<file path="src/rtl/core/deq_pkg.sv">
// ----------------------------------------------------------------------------
// deq_pkg
// Shared types and codes for the double-ended queue: item layouts, action
// codes, controller states and the command/status bundles.
// ----------------------------------------------------------------------------
`default_nettype none

package deq_pkg;

  // Action codes carried in an input item
  typedef enum logic [2:0] {
    ACT_PUSH_FRONT = 3'd0,
    ACT_PUSH_BACK  = 3'd1,
    ACT_POP_FRONT  = 3'd2,
    ACT_POP_BACK   = 3'd3,
    ACT_CLEAR      = 3'd4,
    ACT_QUERY      = 3'd5
  } action_t;

  // Input item
  typedef struct packed {
    logic [2:0]         action;
    logic signed [31:0] item_value;
  } in_item_t;

  // Result item
  typedef struct packed {
    logic signed [31:0] front_value;
    logic signed [31:0] back_value;
    logic [4:0]         entry_count;
    logic               is_empty;
    logic               push_dropped;
  } out_item_t;

  // Controller states
  typedef enum logic [1:0] {
    ST_IDLE,
    ST_EXEC,
    ST_READ,
    ST_LOAD
  } state_t;

  // Controller to datapath commands
  typedef struct packed {
    logic capture;
    logic exec;
    logic read;
    logic load;
  } deq_cmd_t;

  // Datapath to controller status
  typedef struct packed {
    logic out_busy;
  } deq_sts_t;

endpackage

`default_nettype wire

</file>
<file path="src/rtl/core/double_ended_queue.sv">
// ----------------------------------------------------------------------------
// double_ended_queue
// Bounded double-ended queue of signed 32-bit values held in a ring memory.
// ----------------------------------------------------------------------------
// Each input item (push front, push back, pop front, pop back, clear, query)
// yields one result with the front and back values, the count and the empty
// flag after the action; front and back read -1 when empty, and a push into a
// full queue is dropped with push_dropped set. An item passes through the
// controller states in order: the capture cycle ending in the transfer, the ring
// update with the memory write, the registered read of both ends, and the
// result register load. The block takes no new item until the previous result
// sits in the output register; a stalled result holds the load step and with it
// the input. No clearing pass is needed after reset.
`default_nettype none

module double_ended_queue #(
  parameter int DEPTH = 16
) (
  input  wire logic               clk,
  input  wire logic               rst_n,
  input  wire logic               in_valid,
  output logic                    in_ready,
  input  wire deq_pkg::in_item_t  in_item,
  output logic                    out_valid,
  input  wire logic               out_ready,
  output deq_pkg::out_item_t      out_item
);

  deq_pkg::deq_cmd_t cmd;
  deq_pkg::deq_sts_t sts;

  deq_ctrl u_ctrl (
    .clk      (clk),
    .rst_n    (rst_n),
    .in_valid (in_valid),
    .in_ready (in_ready),
    .sts      (sts),
    .cmd      (cmd)
  );

  deq_dpath #(
    .DEPTH (DEPTH)
  ) u_dpath (
    .clk       (clk),
    .rst_n     (rst_n),
    .in_item   (in_item),
    .cmd       (cmd),
    .sts       (sts),
    .out_valid (out_valid),
    .out_ready (out_ready),
    .out_item  (out_item)
  );

endmodule

`default_nettype wire

</file>
<file path="src/rtl/core/deq_ram.sv">
// ----------------------------------------------------------------------------
// deq_ram
// Generic RAM: one write port, two read ports, registered read data.
// ----------------------------------------------------------------------------
`default_nettype none

module deq_ram #(
  parameter int WIDTH = 32,
  parameter int DEPTH = 16
) (
  input  wire logic                     clk,
  input  wire logic                     we,
  input  wire logic [$clog2(DEPTH)-1:0] waddr,
  input  wire logic [WIDTH-1:0]         wdata,
  input  wire logic                     re,
  input  wire logic [$clog2(DEPTH)-1:0] raddr_a,
  input  wire logic [$clog2(DEPTH)-1:0] raddr_b,
  output logic      [WIDTH-1:0]         rdata_a,
  output logic      [WIDTH-1:0]         rdata_b
);

  logic [WIDTH-1:0] mem [DEPTH];
  logic [WIDTH-1:0] rdata_a_r;
  logic [WIDTH-1:0] rdata_b_r;

  // Write port
  always_ff @(posedge clk) begin
    if (we) begin
      mem[waddr] <= wdata;
    end
  end

  // Registered read ports, hold when not enabled
  always_ff @(posedge clk) begin
    if (re) begin
      rdata_a_r <= mem[raddr_a];
      rdata_b_r <= mem[raddr_b];
    end
  end

  assign rdata_a = rdata_a_r;
  assign rdata_b = rdata_b_r;

endmodule

`default_nettype wire

</file>
<file path="src/rtl/core/deq_ctrl.sv">
// ----------------------------------------------------------------------------
// deq_ctrl
// Sequencer for the queue: capture an item, update the ring, read both ends,
// then load the result register once it is free.
// ----------------------------------------------------------------------------
`default_nettype none

module deq_ctrl (
  input  wire logic              clk,
  input  wire logic              rst_n,
  input  wire logic              in_valid,
  output logic                   in_ready,
  input  wire deq_pkg::deq_sts_t sts,
  output deq_pkg::deq_cmd_t      cmd
);

  deq_pkg::state_t state_r;
  deq_pkg::state_t state_nxt;

  // State register
  always_ff @(posedge clk) begin
    if (!rst_n) begin
      state_r <= deq_pkg::ST_IDLE;
    end else begin
      state_r <= state_nxt;
    end
  end

  // Next state
  always_comb begin
    state_nxt = state_r;
    unique case (state_r)
      deq_pkg::ST_IDLE: begin
        if (in_valid) state_nxt = deq_pkg::ST_EXEC;
      end
      deq_pkg::ST_EXEC: state_nxt = deq_pkg::ST_READ;
      deq_pkg::ST_READ: state_nxt = deq_pkg::ST_LOAD;
      deq_pkg::ST_LOAD: begin
        if (!sts.out_busy) state_nxt = deq_pkg::ST_IDLE;
      end
      default: state_nxt = deq_pkg::ST_IDLE;
    endcase
  end

  // Outputs
  always_comb begin
    in_ready    = 1'b0;
    cmd         = '0;
    unique case (state_r)
      deq_pkg::ST_IDLE: begin
        in_ready    = 1'b1;
        cmd.capture = in_valid;
      end
      deq_pkg::ST_EXEC: cmd.exec = 1'b1;
      deq_pkg::ST_READ: cmd.read = 1'b1;
      deq_pkg::ST_LOAD: cmd.load = !sts.out_busy;
      default: ;
    endcase
  end

endmodule

`default_nettype wire

</file>
<file path="src/rtl/core/deq_dpath.sv">
// ----------------------------------------------------------------------------
// deq_dpath
// Ring pointers, count, entry memory and result register of the queue.
// ----------------------------------------------------------------------------
`default_nettype none

module deq_dpath #(
  parameter int DEPTH = 16
) (
  input  wire logic              clk,
  input  wire logic              rst_n,
  input  wire deq_pkg::in_item_t in_item,
  input  wire deq_pkg::deq_cmd_t cmd,
  output deq_pkg::deq_sts_t      sts,
  output logic                   out_valid,
  input  wire logic              out_ready,
  output deq_pkg::out_item_t     out_item
);

  localparam int PTR_W = $clog2(DEPTH);
  localparam int CNT_W = $clog2(DEPTH + 1);
  localparam logic [PTR_W-1:0] LAST_PTR = PTR_W'(DEPTH - 1);
  localparam logic [CNT_W-1:0] FULL_CNT = CNT_W'(DEPTH);

  logic [2:0]         act_r;
  logic [31:0]        val_r;
  logic [PTR_W-1:0]   head_r, head_nxt;
  logic [PTR_W-1:0]   tail_r, tail_nxt;
  logic [CNT_W-1:0]   cnt_r, cnt_nxt;
  logic               drop_r, drop_nxt;
  logic               out_valid_r, out_valid_nxt;
  deq_pkg::out_item_t out_r;

  logic [PTR_W-1:0]   head_prev, head_next, tail_prev, tail_next;
  logic               full, empty;
  logic               we;
  logic [PTR_W-1:0]   waddr;
  logic [31:0]        rdata_a, rdata_b;
  logic [CNT_W+4:0]   cnt_ext;

  // Ring neighbors
  assign head_prev = (head_r == '0) ? LAST_PTR : head_r - 1'b1;
  assign head_next = (head_r == LAST_PTR) ? '0 : head_r + 1'b1;
  assign tail_prev = (tail_r == '0) ? LAST_PTR : tail_r - 1'b1;
  assign tail_next = (tail_r == LAST_PTR) ? '0 : tail_r + 1'b1;
  assign full      = (cnt_r == FULL_CNT);
  assign empty     = (cnt_r == '0);

  // Capture the accepted item
  always_ff @(posedge clk) begin
    if (cmd.capture) begin
      act_r <= in_item.action;
      val_r <= in_item.item_value;
    end
  end

  // Apply the action to pointers, count and memory
  always_comb begin
    head_nxt = head_r;
    tail_nxt = tail_r;
    cnt_nxt  = cnt_r;
    drop_nxt = drop_r;
    we       = 1'b0;
    waddr    = tail_r;
    if (cmd.exec) begin
      drop_nxt = 1'b0;
      case (act_r)
        deq_pkg::ACT_PUSH_FRONT: begin
          if (full) begin
            drop_nxt = 1'b1;
          end else begin
            head_nxt = head_prev;
            waddr    = head_prev;
            we       = 1'b1;
            cnt_nxt  = cnt_r + 1'b1;
          end
        end
        deq_pkg::ACT_PUSH_BACK: begin
          if (full) begin
            drop_nxt = 1'b1;
          end else begin
            tail_nxt = tail_next;
            waddr    = tail_r;
            we       = 1'b1;
            cnt_nxt  = cnt_r + 1'b1;
          end
        end
        deq_pkg::ACT_POP_FRONT: begin
          if (!empty) begin
            head_nxt = head_next;
            cnt_nxt  = cnt_r - 1'b1;
          end
        end
        deq_pkg::ACT_POP_BACK: begin
          if (!empty) begin
            tail_nxt = tail_prev;
            cnt_nxt  = cnt_r - 1'b1;
          end
        end
        deq_pkg::ACT_CLEAR: begin
          head_nxt = '0;
          tail_nxt = '0;
          cnt_nxt  = '0;
        end
        default: ;
      endcase
    end
  end

  // Pointer, count and flag registers
  always_ff @(posedge clk) begin
    if (!rst_n) begin
      head_r <= '0;
      tail_r <= '0;
      cnt_r  <= '0;
      drop_r <= 1'b0;
    end else begin
      head_r <= head_nxt;
      tail_r <= tail_nxt;
      cnt_r  <= cnt_nxt;
      drop_r <= drop_nxt;
    end
  end

  // Entry memory; read front and back after the update
  deq_ram #(
    .WIDTH (32),
    .DEPTH (DEPTH)
  ) u_ram (
    .clk     (clk),
    .we      (we),
    .waddr   (waddr),
    .wdata   (val_r),
    .re      (cmd.read),
    .raddr_a (head_r),
    .raddr_b (tail_prev),
    .rdata_a (rdata_a),
    .rdata_b (rdata_b)
  );

  // Count masked to the 5-bit result field
  assign cnt_ext = {5'b0, cnt_r};

  // Result register
  always_ff @(posedge clk) begin
    if (cmd.load) begin
      out_r.front_value  <= empty ? '1 : rdata_a;
      out_r.back_value   <= empty ? '1 : rdata_b;
      out_r.entry_count  <= cnt_ext[4:0];
      out_r.is_empty     <= empty;
      out_r.push_dropped <= drop_r;
    end
  end

  // Result valid: set on load, drop on transfer
  always_comb begin
    out_valid_nxt = out_valid_r;
    if (cmd.load) begin
      out_valid_nxt = 1'b1;
    end else if (out_ready) begin
      out_valid_nxt = 1'b0;
    end
  end

  always_ff @(posedge clk) begin
    if (!rst_n) begin
      out_valid_r <= 1'b0;
    end else begin
      out_valid_r <= out_valid_nxt;
    end
  end

  assign sts.out_busy = out_valid_r && !out_ready;
  assign out_valid    = out_valid_r;
  assign out_item     = out_r;

endmodule

`default_nettype wire

</file>
<file path="config.mk">
export PLATFORM = sky130hd
export DESIGN_NAME = double_ended_queue
export DESIGN_NICKNAME = d
export VERILOG_FILES = /design/src/rtl/core/deq_pkg.sv /design/src/rtl/core/double_ended_queue.sv /design/src/rtl/core/deq_ram.sv /design/src/rtl/core/deq_ctrl.sv /design/src/rtl/core/deq_dpath.sv
export SDC_FILE = /design/constraint.sdc
export NUM_CORES = 1
export LEC_CHECK = 0
export BUFFER_PORTS_ARGS = -buffer_cell sky130_fd_sc_hd__buf_2
export CORE_MARGIN = 5
export CORE_UTILIZATION = 56
export DETAILED_ROUTE_END_ITERATION = 8
export MAX_ROUTING_LAYER = met4
export PLACE_DENSITY = 0.76
export SLEW_MARGIN = 20
export SYNTH_ARGS = -nofsm -noshare
export SYNTH_HDL_FRONTEND = slang
export SYNTH_SLANG_ARGS = --single-unit
</file>
<file path="constraint.sdc">
create_clock -name clk -period 4.4 [get_ports clk]
set_clock_uncertainty 0.1 [all_clocks]
set_input_delay 0.22 -clock clk [delete_from_list [all_inputs] [get_ports clk]]
set_output_delay 0.22 -clock clk [all_outputs]
set_load 0.02 [all_outputs]
</file>
==> flow_summary_export.csv <==
group,metric,value,unit
run_status,outcome,"finished, final reports clean",
critical_path,crit_buf_inv,1,
clocking,cts.clk_slew.worst_paths,0.06,ns
placed_design,portBuffers,111,
critical_path,crit_cells,6,
timing,finalSetupViolations,0,
die,dieHeight,243,um
min_path,hold_depth,2,
timing,maxSlewViolCount,0,
routing,drt_iter0_markers,2021,
clocking,post_cts_resized,0,
critical_path,rr_worst_depth,6,
routing,vias,16394,
timing,fmax,284,MHz
timing,period_share,80.0,%
clocking,cts_buffer_depth,3,
clocking,cts_tree,"yes",
critical_path,critPathKind,"reg -> reg",
timing,tns,0,ns
critical_path,arrival,3.67,ns
clocking,ctsRootBufferMaster,"clkbuf_16",
die,coreArea,53700,um2
synthesis,synth_area_per_cell,20.3,um2
synthesis,async_flop_share,0,%
clocking,clk_latency,0.61,ns
routing,drtPass1Iterations,5,
die,die_area,58800,um2
synthesis,synth_edf_count,682,
finish,final_cell_mix,"edfxtp_1, mux4_2, buf_2, clkbuf_16, or2_2",
finish,final_area,34800,um2
finish,diodes,0,
finish,area_growth,14.8,%
critical_path,path_cells,"nor3b_1 > o211a_1 > mux2i_1 > nand2_1 > nor2_4 > buf_4",
critical_path,cp_slowest_stage_delay,0.66,ns
timing,hold_viol,0,
finish,drive_gt1_share,37.3,%
timing,rsz0062_at_grt,"no",
timing,setup_slack,0.881,ns
grt,first_global_vias,16691,
placed_design,place_area,31900,um2
grt,grt_max_degree,134,
job,drv_cap,0,
critical_path,cp_max_fo,21,
synthesis,synth_cells,1495,
grt,gr-total-overflow,0,
synthesis,synthFlopType,"edfxtp_1",
routing,avgViaCountPerCell,6.77,
grt,grt_antenna_before_repair,1,
placed_design,place_ws,0.923,ns
routing,routed_wl,73.3,mm
synthesis,ys_types,73,
routing,wl_per_cell,30.2,um
routing,drc,0,
placed_design,dp_hpwl,40.0,mm
placed_design,gp_congestion,0.804,
timing,fin_crit,3.52,ns
synthesis,seq_area_frac_synth,68.8,%
finish,nNetsFinal,1718,
critical_path,critPathSlowestCell,"edfxtp_1",
timing,tightest_slew,1.06,ns
synthesis,synth_seq_cells,699,
clocking,cts_buffers,73,
die,start_util,56.4,%
die,num_rows,85,
clocking,hold_buffers,38,
die,die_w,243,um
min_path,hold_path.class,"in -> reg",
grt,grt_util_all_layers,25.7,%
clocking,ctsHtreeMaxLevel,3,
grt,grt_pass1_wl,110,mm
routing,antenna_left,0,
critical_path,critPathLaunchType,"flip-flop",
pwr,p_per_area,521,nW/um2
critical_path,cp_top_family,"simple AND/OR/NAND/NOR gates",
pwr,power_leakage,11.1,nW
clocking,numClockSinks,699,
finish,final_common_cell,"edfxtp_1",
timing,slew_headroom,29.3,%
synthesis,yosysWarnings,0,
die,io_pins,112,
critical_path,required,4.55,ns
pwr,vdd.ir_drop.worst,312,uV
synthesis,synth_nets,1546,
critical_path,cp-end-kind,"flip-flop",
synthesis,netlist_area,30300,um2
clocking,cts_setup_buffers,0,
## area by class of cell
type                            instances  area [um2]
Sequential cell                       699       20800
Fill cell                            3462       19000
Multi-Input combinational cell        678        9050
Clock buffer                           89        1930
Timing Repair Buffer                  196        1470
Tap cell                              696         871
Clock inverter                         46         526
Inverter                               19        73.8
## per-stage QoR
stage | total power, mW | instances | utilization (%) | hold WS [ns]
4_1_cts | 18.2 | 2423 | 64.7 | 0.183
2_1_floorplan | 10.8 | 1495 | - | 0.219
6_report | 18.1 | 2423 | 64.7 | 0.215
5_1_grt | 18.8 | 2423 | 64.7 | 0.207
3_3_place_gp | 11.8 | 2248 | 59.3 | 0.296
3_5_place_dp | 11.9 | 2250 | 59.4 | 0.298
## worst paths after layout
kind / startpoint / to / slack (ns)
setup / recovery: u_dpath.act_r[2]$_DFFE_PP_ / u_dpath.u_ram.mem[6][15]$_DFFE_PP_ / 0.88
hold / removal: in_item[21] / u_dpath.val_r[21]$_DFFE_PP_ / 0.21
setup reg to reg: u_dpath.act_r[2]$_DFFE_PP_ / u_dpath.u_ram.mem[6][15]$_DFFE_PP_ / 0.88
hold reg to reg: u_dpath.drop_r$_SDFFE_PN0N_ / u_dpath.out_item[0]$_DFFE_PP_ / 0.36
## cells in the mapped netlist, types with 9 or more instances
master	count	area share, %
dfxtp_1	17	1.1
a21oi_1	20	0.33
buf_1	17	0.21
o21ai_0	12	0.20
clkbuf_1	50	0.62
mux4_2	266	20
edfxtp_1	682	68
ha_1	11	0.45
mux2i_1	17	0.56
buf_4	9	0.22
nor2_1	43	0.53
mux4_1	9	0.78
inv_1	19	0.24
or2_2	64	1.3
nand2_1	53	0.66
nand3_1	12	0.20
a22oi_1	58	1.4
buf_2	14	0.23
## cells by family (layout without fill, tap and decap cells)
logic type | count (synthesis) | after routing | synth area share [%]
flip-flops | 699 | 699 | 68.8
multiplexers | 297 | 297 | 21.4
AND/OR/NAND/NOR | 216 | 216 | 3.69
AO/OA/AOI/OAI | 147 | 147 | 3.51
buffers and inverters | 118 | 350 | 1.98
adder cells (fa/ha/maj) | 12 | 12 | 0.521
XOR/XNOR | 6 | 6 | 0.174
## sequential cells by signal, indices dropped and copies added, names as in the netlist, 3 cells and up
register,count
u_dpath.out_item,71
u_dpath.head_r,4
u_dpath.cnt_r,5
u_dpath.act_r,3
u_dpath.u_ram.rdata_a,32
u_dpath.tail_r,4
u_dpath.u_ram.mem,512
u_dpath.u_ram.rdata_b,32
u_dpath.val_r,32
## metal layers
metal / vias to the layer above / global-route usage, % / wire, um
met5: - / - / 0
met4: 0 / 7.92 / 2020
met3: 144 / 4.60 / 6560
met2: 964 / 40.5 / 36800
met1: 8600 / 35.2 / 27900
li1: 6686 / - / -
## report_power, final
part	switching [mW]	total (mW)	internal (mW)
sequential	0.474	8.71	8.24
combinational	1.80	3.14	1.34
clock	2.58	6.27	3.69
Power figures use the tool's default switching activity.
